File: src/rtl/jpt_pkg.sv
`timescale 1ns / 1ps
// jpt_pkg: shared types, codes and helper functions of the jsonc pair tokenizer
// used by jpt_front, jpt_fifo, jpt_back and jsonc_pair_tokenizer; no dependencies

package jpt_pkg;

  localparam int unsigned MaxResults   = 4;
  localparam int unsigned FifoDepthDef = 4;

  localparam logic [1:0] KIND_KEY  = 2'd0;
  localparam logic [1:0] KIND_VAL  = 2'd1;
  localparam logic [1:0] KIND_PAIR = 2'd2;
  localparam logic [1:0] KIND_END  = 2'd3;

  localparam logic [1:0] REASON_BRACE = 2'd0;
  localparam logic [1:0] REASON_RUNOUT = 2'd1;
  localparam logic [1:0] REASON_SYNTAX = 2'd2;

  localparam logic [1:0] CTX_OPEN  = 2'd0;
  localparam logic [1:0] CTX_KEY   = 2'd1;
  localparam logic [1:0] CTX_COLON = 2'd2;
  localparam logic [1:0] CTX_VALUE = 2'd3;

  typedef enum logic [11:0] {
    PH_START = 12'b0000_0000_0001,
    PH_BOM1  = 12'b0000_0000_0010,
    PH_BOM2  = 12'b0000_0000_0100,
    PH_SKIP  = 12'b0000_0000_1000,
    PH_SLASH = 12'b0000_0001_0000,
    PH_LINE  = 12'b0000_0010_0000,
    PH_BLOCK = 12'b0000_0100_0000,
    PH_BSTAR = 12'b0000_1000_0000,
    PH_STR   = 12'b0001_0000_0000,
    PH_ESC   = 12'b0010_0000_0000,
    PH_HEX   = 12'b0100_0000_0000,
    PH_DONE  = 12'b1000_0000_0000
  } phase_t;

  typedef struct packed {
    logic [1:0] kind;
    logic [7:0] text;
    logic       kept;
    logic       any;
    logic [1:0] reason;
  } res_t;

  // cnt is 0..MaxResults; only bundles with cnt 1..MaxResults are queued
  typedef struct packed {
    logic [2:0]            cnt;
    res_t [MaxResults-1:0] res;
  } bundle_t;

  typedef struct packed {
    logic full;
    logic empty;
  } fifo_stat_t;

  // bit 4 set when the byte is a hex digit
  function automatic logic [4:0] hex_digit(input logic [7:0] b);
    logic [4:0] r;
    r = 5'd0;
    if (b >= 8'h30 && b <= 8'h39) begin
      r = {1'b1, 4'(b - 8'h30)};
    end else if (b >= 8'h61 && b <= 8'h66) begin
      r = {1'b1, 4'(b - 8'h57)};
    end else if (b >= 8'h41 && b <= 8'h46) begin
      r = {1'b1, 4'(b - 8'h37)};
    end
    return r;
  endfunction

  function automatic logic [7:0] esc_map(input logic [7:0] b);
    logic [7:0] c;
    c = b;
    unique case (b)
      8'h62: c = 8'h08;
      8'h66: c = 8'h0C;
      8'h6E: c = 8'h0A;
      8'h72: c = 8'h0D;
      8'h74: c = 8'h09;
      default: c = b;
    endcase
    return c;
  endfunction

endpackage

File: src/rtl/jsonc_pair_tokenizer.sv
`timescale 1ns / 1ps
// jsonc_pair_tokenizer: top level, streaming tokenizer for flat jsonc string pairs
// depends on jpt_pkg, jpt_front, jpt_fifo and jpt_back
//
// usage:
//   input channel s_*: one document byte per item, s_tlast marks the last byte.
//   output channel m_*: one token item per transfer; m_tuser is the kind
//   (key byte, value byte, pair end, stream end), m_tlast marks the last item
//   caused by one input byte.
//   each input byte is parsed in the cycle it is accepted and its results
//   (zero to four) go into a bundle queue of FifoDepth entries.
//   the first result of a byte is written into the queue and then loaded into
//   the output register.
//   throughput: one input byte per cycle while the queue has room; the output
//   side moves one item per cycle while m_tready is high, so bytes that expand
//   into several items (utf-8 escapes, final byte) are absorbed by the queue.
//   reset clears the parser state, queue and output register; the next byte
//   starts a new document. a stall on m_tready fills the queue and then
//   drops s_tready; nothing is lost. after the final byte a stream end item
//   is sent and the parser returns to its reset state.

module jsonc_pair_tokenizer #(
  parameter int unsigned FifoDepth = jpt_pkg::FifoDepthDef
) (
  input  logic        clk,
  input  logic        rst,
  input  logic        s_tvalid,
  output logic        s_tready,
  input  logic [7:0]  s_tdata,   // data_byte
  input  logic        s_tlast,   // final_byte
  output logic        m_tvalid,
  input  logic        m_tready,
  output logic [15:0] m_tdata,   // text_byte[7:0], pair_kept, any_pair, end_reason[1:0], zeros
  output logic [1:0]  m_tuser,   // kind
  output logic        m_tlast    // last_of_run
);

  logic                accept;
  logic                push;
  logic                pop;
  jpt_pkg::bundle_t    wr_bundle;
  jpt_pkg::bundle_t    head;
  jpt_pkg::fifo_stat_t stat;
  jpt_pkg::res_t       m_res;

  assign s_tready = !stat.full;
  assign accept   = s_tvalid && s_tready;

  jpt_front u_front (
    .clk        (clk),
    .rst        (rst),
    .accept     (accept),
    .data_byte  (s_tdata),
    .final_byte (s_tlast),
    .push       (push),
    .bundle     (wr_bundle)
  );

  jpt_fifo #(.Depth(FifoDepth)) u_fifo (
    .clk     (clk),
    .rst     (rst),
    .push    (push),
    .wr_data (wr_bundle),
    .pop     (pop),
    .rd_data (head),
    .stat    (stat)
  );

  jpt_back u_back (
    .clk        (clk),
    .rst        (rst),
    .head       (head),
    .head_valid (!stat.empty),
    .pop        (pop),
    .m_tvalid   (m_tvalid),
    .m_tready   (m_tready),
    .m_res      (m_res),
    .m_last     (m_tlast)
  );

  assign m_tuser = m_res.kind;
  assign m_tdata = {4'd0, m_res.reason, m_res.any, m_res.kept, m_res.text};

  a_push_room : assert property (@(posedge clk) disable iff (rst)
    push |-> !stat.full)
    else $error("bundle written into a full queue");

  a_pop_data : assert property (@(posedge clk) disable iff (rst)
    pop |-> !stat.empty)
    else $error("bundle taken from an empty queue");

  a_end_last : assert property (@(posedge clk) disable iff (rst)
    (m_tvalid && m_tuser == jpt_pkg::KIND_END) |-> m_tlast)
    else $error("stream end item not marked last of its run");

  a_bundle_cnt : assert property (@(posedge clk) disable iff (rst)
    (!stat.empty) |-> (head.cnt != 3'd0 && head.cnt <= 3'(jpt_pkg::MaxResults)))
    else $error("queued bundle holds no results or too many");

endmodule

File: src/rtl/jpt_front.sv
`timescale 1ns / 1ps
// jpt_front: byte classifier and parser state, one byte per cycle while accept is high
// packs all results of a byte into one bundle; uses jpt_pkg

module jpt_front (
  input  logic              clk,
  input  logic              rst,
  input  logic              accept,
  input  logic [7:0]        data_byte,
  input  logic              final_byte,
  output logic              push,
  output jpt_pkg::bundle_t  bundle
);

  jpt_pkg::phase_t phase, phase_next;
  logic [1:0]  skip_ctx, skip_ctx_next;
  logic        in_value, in_value_next;
  logic [15:0] hex_acc, hex_acc_next;
  logic [1:0]  hex_cnt, hex_cnt_next;
  logic        key_ne, key_ne_next;
  logic        val_ne, val_ne_next;
  logic        pair_seen, pair_seen_next;
  logic [1:0]  stop_reason, stop_reason_next;

  always_comb begin
    logic        tok;
    logic        pe;
    logic        kept;
    logic [1:0]  ntext;
    logic [7:0]  t0, t1, t2;
    logic [4:0]  hd;
    logic [15:0] cp;
    logic [2:0]  n;
    logic [1:0]  reason;
    jpt_pkg::res_t txt;

    phase_next       = phase;
    skip_ctx_next    = skip_ctx;
    in_value_next    = in_value;
    hex_acc_next     = hex_acc;
    hex_cnt_next     = hex_cnt;
    key_ne_next      = key_ne;
    val_ne_next      = val_ne;
    pair_seen_next   = pair_seen;
    stop_reason_next = stop_reason;
    tok    = 1'b0;
    pe     = 1'b0;
    kept   = key_ne & val_ne;
    ntext  = 2'd0;
    t0     = data_byte;
    t1     = 8'd0;
    t2     = 8'd0;
    hd     = jpt_pkg::hex_digit(data_byte);
    cp     = {hex_acc[11:0], hd[3:0]};
    n      = 3'd0;
    reason = jpt_pkg::REASON_RUNOUT;
    txt    = '0;
    bundle = '0;

    unique case (phase)
      jpt_pkg::PH_START: begin
        if (data_byte == 8'hEF) begin
          phase_next = jpt_pkg::PH_BOM1;
        end else begin
          phase_next = jpt_pkg::PH_SKIP;
          tok = 1'b1;
        end
      end
      jpt_pkg::PH_BOM1: begin
        if (data_byte == 8'hBB) begin
          phase_next = jpt_pkg::PH_BOM2;
        end else begin
          phase_next = jpt_pkg::PH_DONE;
          stop_reason_next = jpt_pkg::REASON_SYNTAX;
        end
      end
      jpt_pkg::PH_BOM2: begin
        if (data_byte == 8'hBF) begin
          phase_next = jpt_pkg::PH_SKIP;
        end else begin
          phase_next = jpt_pkg::PH_DONE;
          stop_reason_next = jpt_pkg::REASON_SYNTAX;
        end
      end
      jpt_pkg::PH_SKIP: tok = 1'b1;
      jpt_pkg::PH_SLASH: begin
        if (data_byte == 8'h2F) begin
          phase_next = jpt_pkg::PH_LINE;
        end else if (data_byte == 8'h2A) begin
          phase_next = jpt_pkg::PH_BLOCK;
        end else begin
          phase_next = jpt_pkg::PH_DONE;
          stop_reason_next = jpt_pkg::REASON_SYNTAX;
        end
      end
      jpt_pkg::PH_LINE: begin
        if (data_byte == 8'h0A || data_byte == 8'h0D) phase_next = jpt_pkg::PH_SKIP;
      end
      jpt_pkg::PH_BLOCK: begin
        if (data_byte == 8'h2A) phase_next = jpt_pkg::PH_BSTAR;
      end
      jpt_pkg::PH_BSTAR: begin
        if (data_byte == 8'h2F) begin
          phase_next = jpt_pkg::PH_SKIP;
        end else if (data_byte != 8'h2A) begin
          phase_next = jpt_pkg::PH_BLOCK;
        end
      end
      jpt_pkg::PH_STR: begin
        if (data_byte == 8'h22) begin
          if (in_value) begin
            pe = 1'b1;
            if (kept) pair_seen_next = 1'b1;
            skip_ctx_next = jpt_pkg::CTX_KEY;
          end else begin
            skip_ctx_next = jpt_pkg::CTX_COLON;
          end
          phase_next = jpt_pkg::PH_SKIP;
        end else if (data_byte == 8'h5C) begin
          phase_next = jpt_pkg::PH_ESC;
        end else begin
          ntext = 2'd1;
        end
      end
      jpt_pkg::PH_ESC: begin
        if (data_byte == 8'h75) begin
          phase_next   = jpt_pkg::PH_HEX;
          hex_acc_next = 16'd0;
          hex_cnt_next = 2'd0;
        end else begin
          ntext = 2'd1;
          t0 = jpt_pkg::esc_map(data_byte);
          phase_next = jpt_pkg::PH_STR;
        end
      end
      jpt_pkg::PH_HEX: begin
        if (!hd[4]) begin
          phase_next = jpt_pkg::PH_DONE;
          stop_reason_next = jpt_pkg::REASON_SYNTAX;
        end else begin
          hex_acc_next = cp;
          if (hex_cnt == 2'd3) begin
            // utf-8 encoding of the code point
            if (cp <= 16'h007F) begin
              ntext = 2'd1;
              t0 = cp[7:0];
            end else if (cp <= 16'h07FF) begin
              ntext = 2'd2;
              t0 = 8'hC0 | {3'd0, cp[10:6]};
              t1 = 8'h80 | {2'd0, cp[5:0]};
            end else begin
              ntext = 2'd3;
              t0 = 8'hE0 | {4'd0, cp[15:12]};
              t1 = 8'h80 | {2'd0, cp[11:6]};
              t2 = 8'h80 | {2'd0, cp[5:0]};
            end
            hex_cnt_next = 2'd0;
            phase_next = jpt_pkg::PH_STR;
          end else begin
            hex_cnt_next = hex_cnt + 2'd1;
          end
        end
      end
      jpt_pkg::PH_DONE: ;
      default: ;
    endcase

    if (tok) begin
      priority if (data_byte == 8'h20 || data_byte == 8'h09 || data_byte == 8'h0D ||
                   data_byte == 8'h0A || data_byte == 8'h2C) begin
        phase_next = jpt_pkg::PH_SKIP;
      end else if (data_byte == 8'h2F) begin
        phase_next = jpt_pkg::PH_SLASH;
      end else begin
        phase_next = jpt_pkg::PH_DONE;
        stop_reason_next = jpt_pkg::REASON_SYNTAX;
        unique case (skip_ctx)
          jpt_pkg::CTX_OPEN: begin
            if (data_byte == 8'h7B) begin
              phase_next = jpt_pkg::PH_SKIP;
              stop_reason_next = stop_reason;
              skip_ctx_next = jpt_pkg::CTX_KEY;
            end
          end
          jpt_pkg::CTX_KEY: begin
            if (data_byte == 8'h7D) begin
              stop_reason_next = jpt_pkg::REASON_BRACE;
            end else if (data_byte == 8'h22) begin
              phase_next = jpt_pkg::PH_STR;
              stop_reason_next = stop_reason;
              in_value_next = 1'b0;
              key_ne_next = 1'b0;
            end
          end
          jpt_pkg::CTX_COLON: begin
            if (data_byte == 8'h3A) begin
              phase_next = jpt_pkg::PH_SKIP;
              stop_reason_next = stop_reason;
              skip_ctx_next = jpt_pkg::CTX_VALUE;
            end
          end
          jpt_pkg::CTX_VALUE: begin
            if (data_byte == 8'h22) begin
              phase_next = jpt_pkg::PH_STR;
              stop_reason_next = stop_reason;
              in_value_next = 1'b1;
              val_ne_next = 1'b0;
            end
          end
          default: ;
        endcase
      end
    end

    if (ntext != 2'd0) begin
      if (in_value) val_ne_next = 1'b1;
      else key_ne_next = 1'b1;
    end

    txt.kind = in_value ? jpt_pkg::KIND_VAL : jpt_pkg::KIND_KEY;
    if (pe) begin
      bundle.res[0]      = '0;
      bundle.res[0].kind = jpt_pkg::KIND_PAIR;
      bundle.res[0].kept = kept;
      n = 3'd1;
    end
    if (ntext >= 2'd1) begin
      bundle.res[0] = txt;
      bundle.res[0].text = t0;
    end
    if (ntext >= 2'd2) begin
      bundle.res[1] = txt;
      bundle.res[1].text = t1;
    end
    if (ntext == 2'd3) begin
      bundle.res[2] = txt;
      bundle.res[2].text = t2;
    end
    if (ntext != 2'd0) n = {1'b0, ntext};

    if (final_byte) begin
      priority if (phase_next == jpt_pkg::PH_DONE) begin
        reason = stop_reason_next;
      end else if (phase_next == jpt_pkg::PH_SLASH || phase_next == jpt_pkg::PH_BOM1 ||
                   phase_next == jpt_pkg::PH_BOM2 || phase_next == jpt_pkg::PH_START) begin
        reason = jpt_pkg::REASON_SYNTAX;
      end else begin
        reason = jpt_pkg::REASON_RUNOUT;
      end
      bundle.res[n[1:0]]        = '0;
      bundle.res[n[1:0]].kind   = jpt_pkg::KIND_END;
      bundle.res[n[1:0]].any    = pair_seen_next;
      bundle.res[n[1:0]].reason = reason;
      n = n + 3'd1;
      // next byte starts a new document
      phase_next       = jpt_pkg::PH_START;
      skip_ctx_next    = jpt_pkg::CTX_OPEN;
      in_value_next    = 1'b0;
      hex_acc_next     = 16'd0;
      hex_cnt_next     = 2'd0;
      key_ne_next      = 1'b0;
      val_ne_next      = 1'b0;
      pair_seen_next   = 1'b0;
      stop_reason_next = jpt_pkg::REASON_BRACE;
    end
    bundle.cnt = n;
  end

  assign push = accept && (bundle.cnt != 3'd0);

  always_ff @(posedge clk) begin
    if (rst) begin
      phase       <= jpt_pkg::PH_START;
      skip_ctx    <= jpt_pkg::CTX_OPEN;
      in_value    <= 1'b0;
      hex_acc     <= 16'd0;
      hex_cnt     <= 2'd0;
      key_ne      <= 1'b0;
      val_ne      <= 1'b0;
      pair_seen   <= 1'b0;
      stop_reason <= jpt_pkg::REASON_BRACE;
    end else if (accept) begin
      phase       <= phase_next;
      skip_ctx    <= skip_ctx_next;
      in_value    <= in_value_next;
      hex_acc     <= hex_acc_next;
      hex_cnt     <= hex_cnt_next;
      key_ne      <= key_ne_next;
      val_ne      <= val_ne_next;
      pair_seen   <= pair_seen_next;
      stop_reason <= stop_reason_next;
    end
  end

endmodule

File: src/rtl/jpt_fifo.sv
`timescale 1ns / 1ps
// jpt_fifo: short queue of result bundles between front and back
// uses jpt_pkg for the bundle and status types

module jpt_fifo #(
  parameter int unsigned Depth = jpt_pkg::FifoDepthDef
) (
  input  logic                clk,
  input  logic                rst,
  input  logic                push,
  input  jpt_pkg::bundle_t    wr_data,
  input  logic                pop,
  output jpt_pkg::bundle_t    rd_data,
  output jpt_pkg::fifo_stat_t stat
);

  localparam int unsigned AW = (Depth > 1) ? $clog2(Depth) : 1;
  localparam int unsigned CW = $clog2(Depth + 1);

  jpt_pkg::bundle_t mem [Depth];
  logic [AW-1:0] wr_ptr, rd_ptr;
  logic [CW-1:0] count;

  assign stat.full  = (count == CW'(Depth));
  assign stat.empty = (count == '0);
  assign rd_data    = mem[rd_ptr];

  always_ff @(posedge clk) begin
    if (push) mem[wr_ptr] <= wr_data;
  end

  always_ff @(posedge clk) begin
    if (rst) begin
      wr_ptr <= '0;
      rd_ptr <= '0;
      count  <= '0;
    end else begin
      if (push) wr_ptr <= (wr_ptr == AW'(Depth - 1)) ? '0 : wr_ptr + AW'(1);
      if (pop)  rd_ptr <= (rd_ptr == AW'(Depth - 1)) ? '0 : rd_ptr + AW'(1);
      if (push && !pop) count <= count + CW'(1);
      else if (pop && !push) count <= count - CW'(1);
    end
  end

endmodule

File: src/rtl/jpt_back.sv
`timescale 1ns / 1ps
// jpt_back: unpacks queued bundles into single result items in an output register
// uses jpt_pkg for the bundle and result types

module jpt_back (
  input  logic             clk,
  input  logic             rst,
  input  jpt_pkg::bundle_t head,
  input  logic             head_valid,
  output logic             pop,
  output logic             m_tvalid,
  input  logic             m_tready,
  output jpt_pkg::res_t    m_res,
  output logic             m_last
);

  logic [1:0] idx;
  logic       load;
  logic       last;

  assign load = head_valid && (!m_tvalid || m_tready);
  assign last = ({1'b0, idx} + 3'd1) == head.cnt;
  assign pop  = load && last;

  always_ff @(posedge clk) begin
    if (rst) begin
      m_tvalid <= 1'b0;
      idx      <= 2'd0;
    end else begin
      if (load) begin
        m_tvalid <= 1'b1;
        idx      <= last ? 2'd0 : idx + 2'd1;
      end else if (m_tready) begin
        m_tvalid <= 1'b0;
      end
    end
  end

  always_ff @(posedge clk) begin
    if (load) begin
      m_res  <= head.res[idx];
      m_last <= last;
    end
  end

endmodule

File: config.mk
export PLATFORM = sky130hd
export DESIGN_NAME = jsonc_pair_tokenizer
export DESIGN_NICKNAME = d
export VERILOG_FILES = /design/src/rtl/jpt_pkg.sv /design/src/rtl/jsonc_pair_tokenizer.sv /design/src/rtl/jpt_front.sv /design/src/rtl/jpt_fifo.sv /design/src/rtl/jpt_back.sv
export SDC_FILE = /design/constraint.sdc
export NUM_CORES = 1
export LEC_CHECK = 0
export BUFFER_PORTS_ARGS = -buffer_cell sky130_fd_sc_hd__buf_2
export CAP_MARGIN = 10
export CORE_MARGIN = 3
export CORE_UTILIZATION = 50
export CTS_BUF_LIST = sky130_fd_sc_hd__clkbuf_8
export DETAILED_ROUTE_END_ITERATION = 10
export PLACE_DENSITY = 0.66
export SETUP_SLACK_MARGIN = 0.2
export SYNTH_ARGS = -nofsm -noshare
export SYNTH_HDL_FRONTEND = slang
export SYNTH_SLANG_ARGS = --single-unit
File: constraint.sdc
create_clock -name clk -period 6.1 [get_ports clk]
set_input_delay 0.915 -clock clk [delete_from_list [all_inputs] [get_ports clk]]
set_output_delay 0.915 -clock clk [all_outputs]
set_load 0.01 [all_outputs]
==> impl_metrics.py <==
metrics = {
    "run_status": {
        "outcome": "finished clean",
    },
    "drt": {
        "drt-pass1-iter-count": 6,
        "vias_per_cell": 6.04,
        "wire_per_inst_microns": 20.4,
        "num_vias": 7336,
        "drtIter0Drc": 590,
        "drc": 0,
        "drt_wl_total_microns": 24800,
        "drt.antenna.violating_nets": 0,
    },
    "floorplan": {
        "dieArea_sq_um": 24500,
        "io_pins": 34,
        "die_x_microns": 156,
        "rows": 54,
        "die_h_microns": 156,
        "core-area_sq_um": 22000,
        "start_util_pct": 51.4,
    },
    "flow_run": {
        "cap_violations": 0,
    },
    "setup_path": {
        "crit_top_cell": "ha_1",
        "path_cells": "buf_2 -> inv_1 -> ha_1 -> or4b_1 -> o2111a_1 -> a211oi_1 -> or2_0 -> nor2_1 -> nor3_1 -> nand2_1 -> ha_1 -> nor2b_1 -> a311oi_4 -> ha_1 -> inv_1 -> fa_1 -> xor2_1 -> or3_1 -> a21oi_1",
        "cp-start-kind": "input port",
        "path_delay_family": "simple AND/OR/NAND/NOR gates",
        "path_class": "in2reg",
        "cp.required_ns": 6.55,
        "cp-end-kind": "register",
        "worst_ep_arrival_time_ns": 5.34,
        "slowest_stage": "or4b_1",
        "critPathMaxFanout": 8,
        "slowest_delay_ns": 0.46,
        "critPathBufInv": 3,
        "rrSetupSlack_ns": 1.50,
    },
    "cells_and_area": {
        "nFillCells": 1778,
        "layout.nets": 935,
        "fin_util_pct": 56.7,
        "syn2layout_area_growth_pct": 10.2,
        "stdcell_count": 1215,
        "n_antenna_cell": 0,
        "multi_input_area_sq_um": 4340,
        "regArea_sq_um": 6660,
        "drive_above_1_share_pct": 18.7,
        "final_area_sq_um": 12500,
    },
    "pwr": {
        "power_density_nw_per_um2": 334,
        "leakagePower_nw": 4.19,
        "power.total_mw": 4.17,
        "ir_drop_uv": 149,
    },
    "logic_synthesis": {
        "synth_warnings": 0,
        "synth_top_area_share_pct": 50.7,
        "synth_area_leader_cell": "edfxtp_1",
        "synth-edff-count": 191,
        "synth_area_sq_um": 11300,
        "synth_common_cells": "edfxtp_1 (191), nor2_1 (71), nand2_1 (65), a21oi_1 (50), mux4_2 (49)",
        "synth.distinct_cells": 92,
        "synth-main-ff-cell": "edfxtp_1",
        "synthCells": 873,
        "synth.avg_cell_area_sq_um": 13.0,
        "synth.top_cells.by_area": "edfxtp_1 (51%), mux4_2 (9.7%), dfxtp_1 (8.1%), nor2_1 (2.4%), a21oi_1 (2.2%)",
        "synthArstFlopShare_pct": 0,
        "synth_seq_area_share_pct": 58.8,
        "synth_most_common_cell": "edfxtp_1",
        "ys_ff_latch": 237,
    },
    "timing": {
        "holdWs_ns": 0.461,
        "fin_crit_ns": 4.89,
        "fin_skew_ns": 0.0153,
        "worstMarginPinSlew_ns": 1.01,
        "fmax_ghz": 0.204,
        "timing.final.crit_share_pct": 80.2,
        "drv_slew": 0,
        "rsz0062_at_grt": "no",
        "hold_violations": 0,
        "slew_headroom_pct": 32.3,
        "setup_viol": 0,
        "fin_ws_ns": 1.21,
        "fin_tns_setup_ns": 0,
    },
    "clock_network": {
        "cts_setup_buffers": 0,
        "clock_latency_ns": 0.52,
        "cts_tree": "done",
        "root_buffer": "clkbuf_8",
        "cts.sinks": 237,
        "path_clk_slew_ns": 0.06,
        "cts_max_path_buffers": 3,
        "numCtsBuffers": 39,
        "htree_levels": 2,
        "cts_resized": 0,
        "cts_hold_buf": 0,
    },
    "placed_design": {
        "place_hpwl_microns": 16200,
        "port_buffers": 29,
        "dpl-instance-area_sq_um": 11700,
        "placedCellCount": 1143,
        "dp_slack_ns": 0.650,
        "place_congestion": 0.934,
    },
    "global_route": {
        "grt_pass1_vias": 7217,
        "grt_pass1_wl_microns": 39800,
        "grt_max_degree": 45,
        "antenna_found_initial": 0,
        "grt_util_all_layers_pct": 20.7,
        "grt_overflow": 0,
    },
    "min_path": {
        "hp-class": "reg2reg",
    },
}
-- state kept, by name (all words and copies together), names as in the netlist, 2 cells and up, named ones only --
name / cells
u_fifo.mem: 176
u_back.m_res: 14
u_front.hex_acc: 12
u_front.phase: 12
u_fifo.count: 3
u_back.idx: 2
u_fifo.rd_ptr: 2
u_fifo.wr_ptr: 2
u_front.hex_cnt: 2
u_front.skip_ctx: 2
u_front.stop_reason: 2
-- final timing paths --
path | endpoint | start | depth (start not counted)
worst max-delay path | u_fifo.count[2]$_SDFFE_PP0P_ | s_tdata[0] | 19
worst min-delay path | u_front.hex_cnt[1]$_SDFFE_PP0P_ | u_front.hex_cnt[1]$_SDFFE_PP0P_ | 2
worst min register to register | u_front.hex_cnt[1]$_SDFFE_PP0P_ | u_front.hex_cnt[1]$_SDFFE_PP0P_ | 2
worst max register to register | u_fifo.count[2]$_SDFFE_PP0P_ | u_front.phase[5]$_SDFFE_PP0P_ | 16
-- placed cells by master, fill, tap and decap left out, types with 23 or more instances in the layout --
master / n
dfxtp_1: 44
nor3_1: 29
nand2_1: 65
inv_1: 36
clkbuf_8: 43
edfxtp_1: 191
o21ai_0: 23
mux4_2: 49
buf_2: 29
nor2_1: 71
a21oi_1: 50
-- report_power, final --
part,switching (mW),internal [mW]
clock network,0.629,0.742
registers,0.0911,1.91
logic,0.454,0.343
total,1.17,3.00
-- cell type report --
type                       count  share of cell area (%)
sequential                   237                    53.4
multi-input combinational    555                    34.7
clock buffer                  43                    4.74
tap                          280                    2.81
timing repair buffer          40                    1.92
clock inverter                29                    1.50
inverter                      31                   0.932
-- worst register-to-register path: cells and delay by family (launching register included) --
kind / cells / cell delay (ns)
xor+xnor: 1 / 0.17
buf+inv: 1 / 0.06
simple gates: 9 / 2.39
compound gates: 2 / 0.60
flops: 1 / 0.42
fa+ha+maj: 3 / 0.87
-- cell families (layout without fill, tap and decap cells) --
logic type | count (synthesis) | in the layout | synth area share, %
compound gates | 157 | 157 | 9.82
xor+xnor | 14 | 14 | 1.08
fa+ha+maj | 18 | 18 | 2.06
buf+inv | 84 | 143 | 3.07
flops | 237 | 237 | 58.8
mux | 63 | 63 | 11.0
other cells | 1 | 4 | 0.0331
simple gates | 299 | 299 | 14.2
-- routing by layer --
| metal | track usage [%] | wire, microns | share of wire (%) |
|---|---|---|---|
| met1 | 29.5 | 11100 | 45 |
| met2 | 32.6 | 11700 | 47 |
| met3 | 3.95 | 1420 | 5.7 |
| met4 | 6.13 | 487 | 2.0 |
| met5 | 0 | 0 | 0 |
Note: power is estimated with default switching activity, not from simulation.
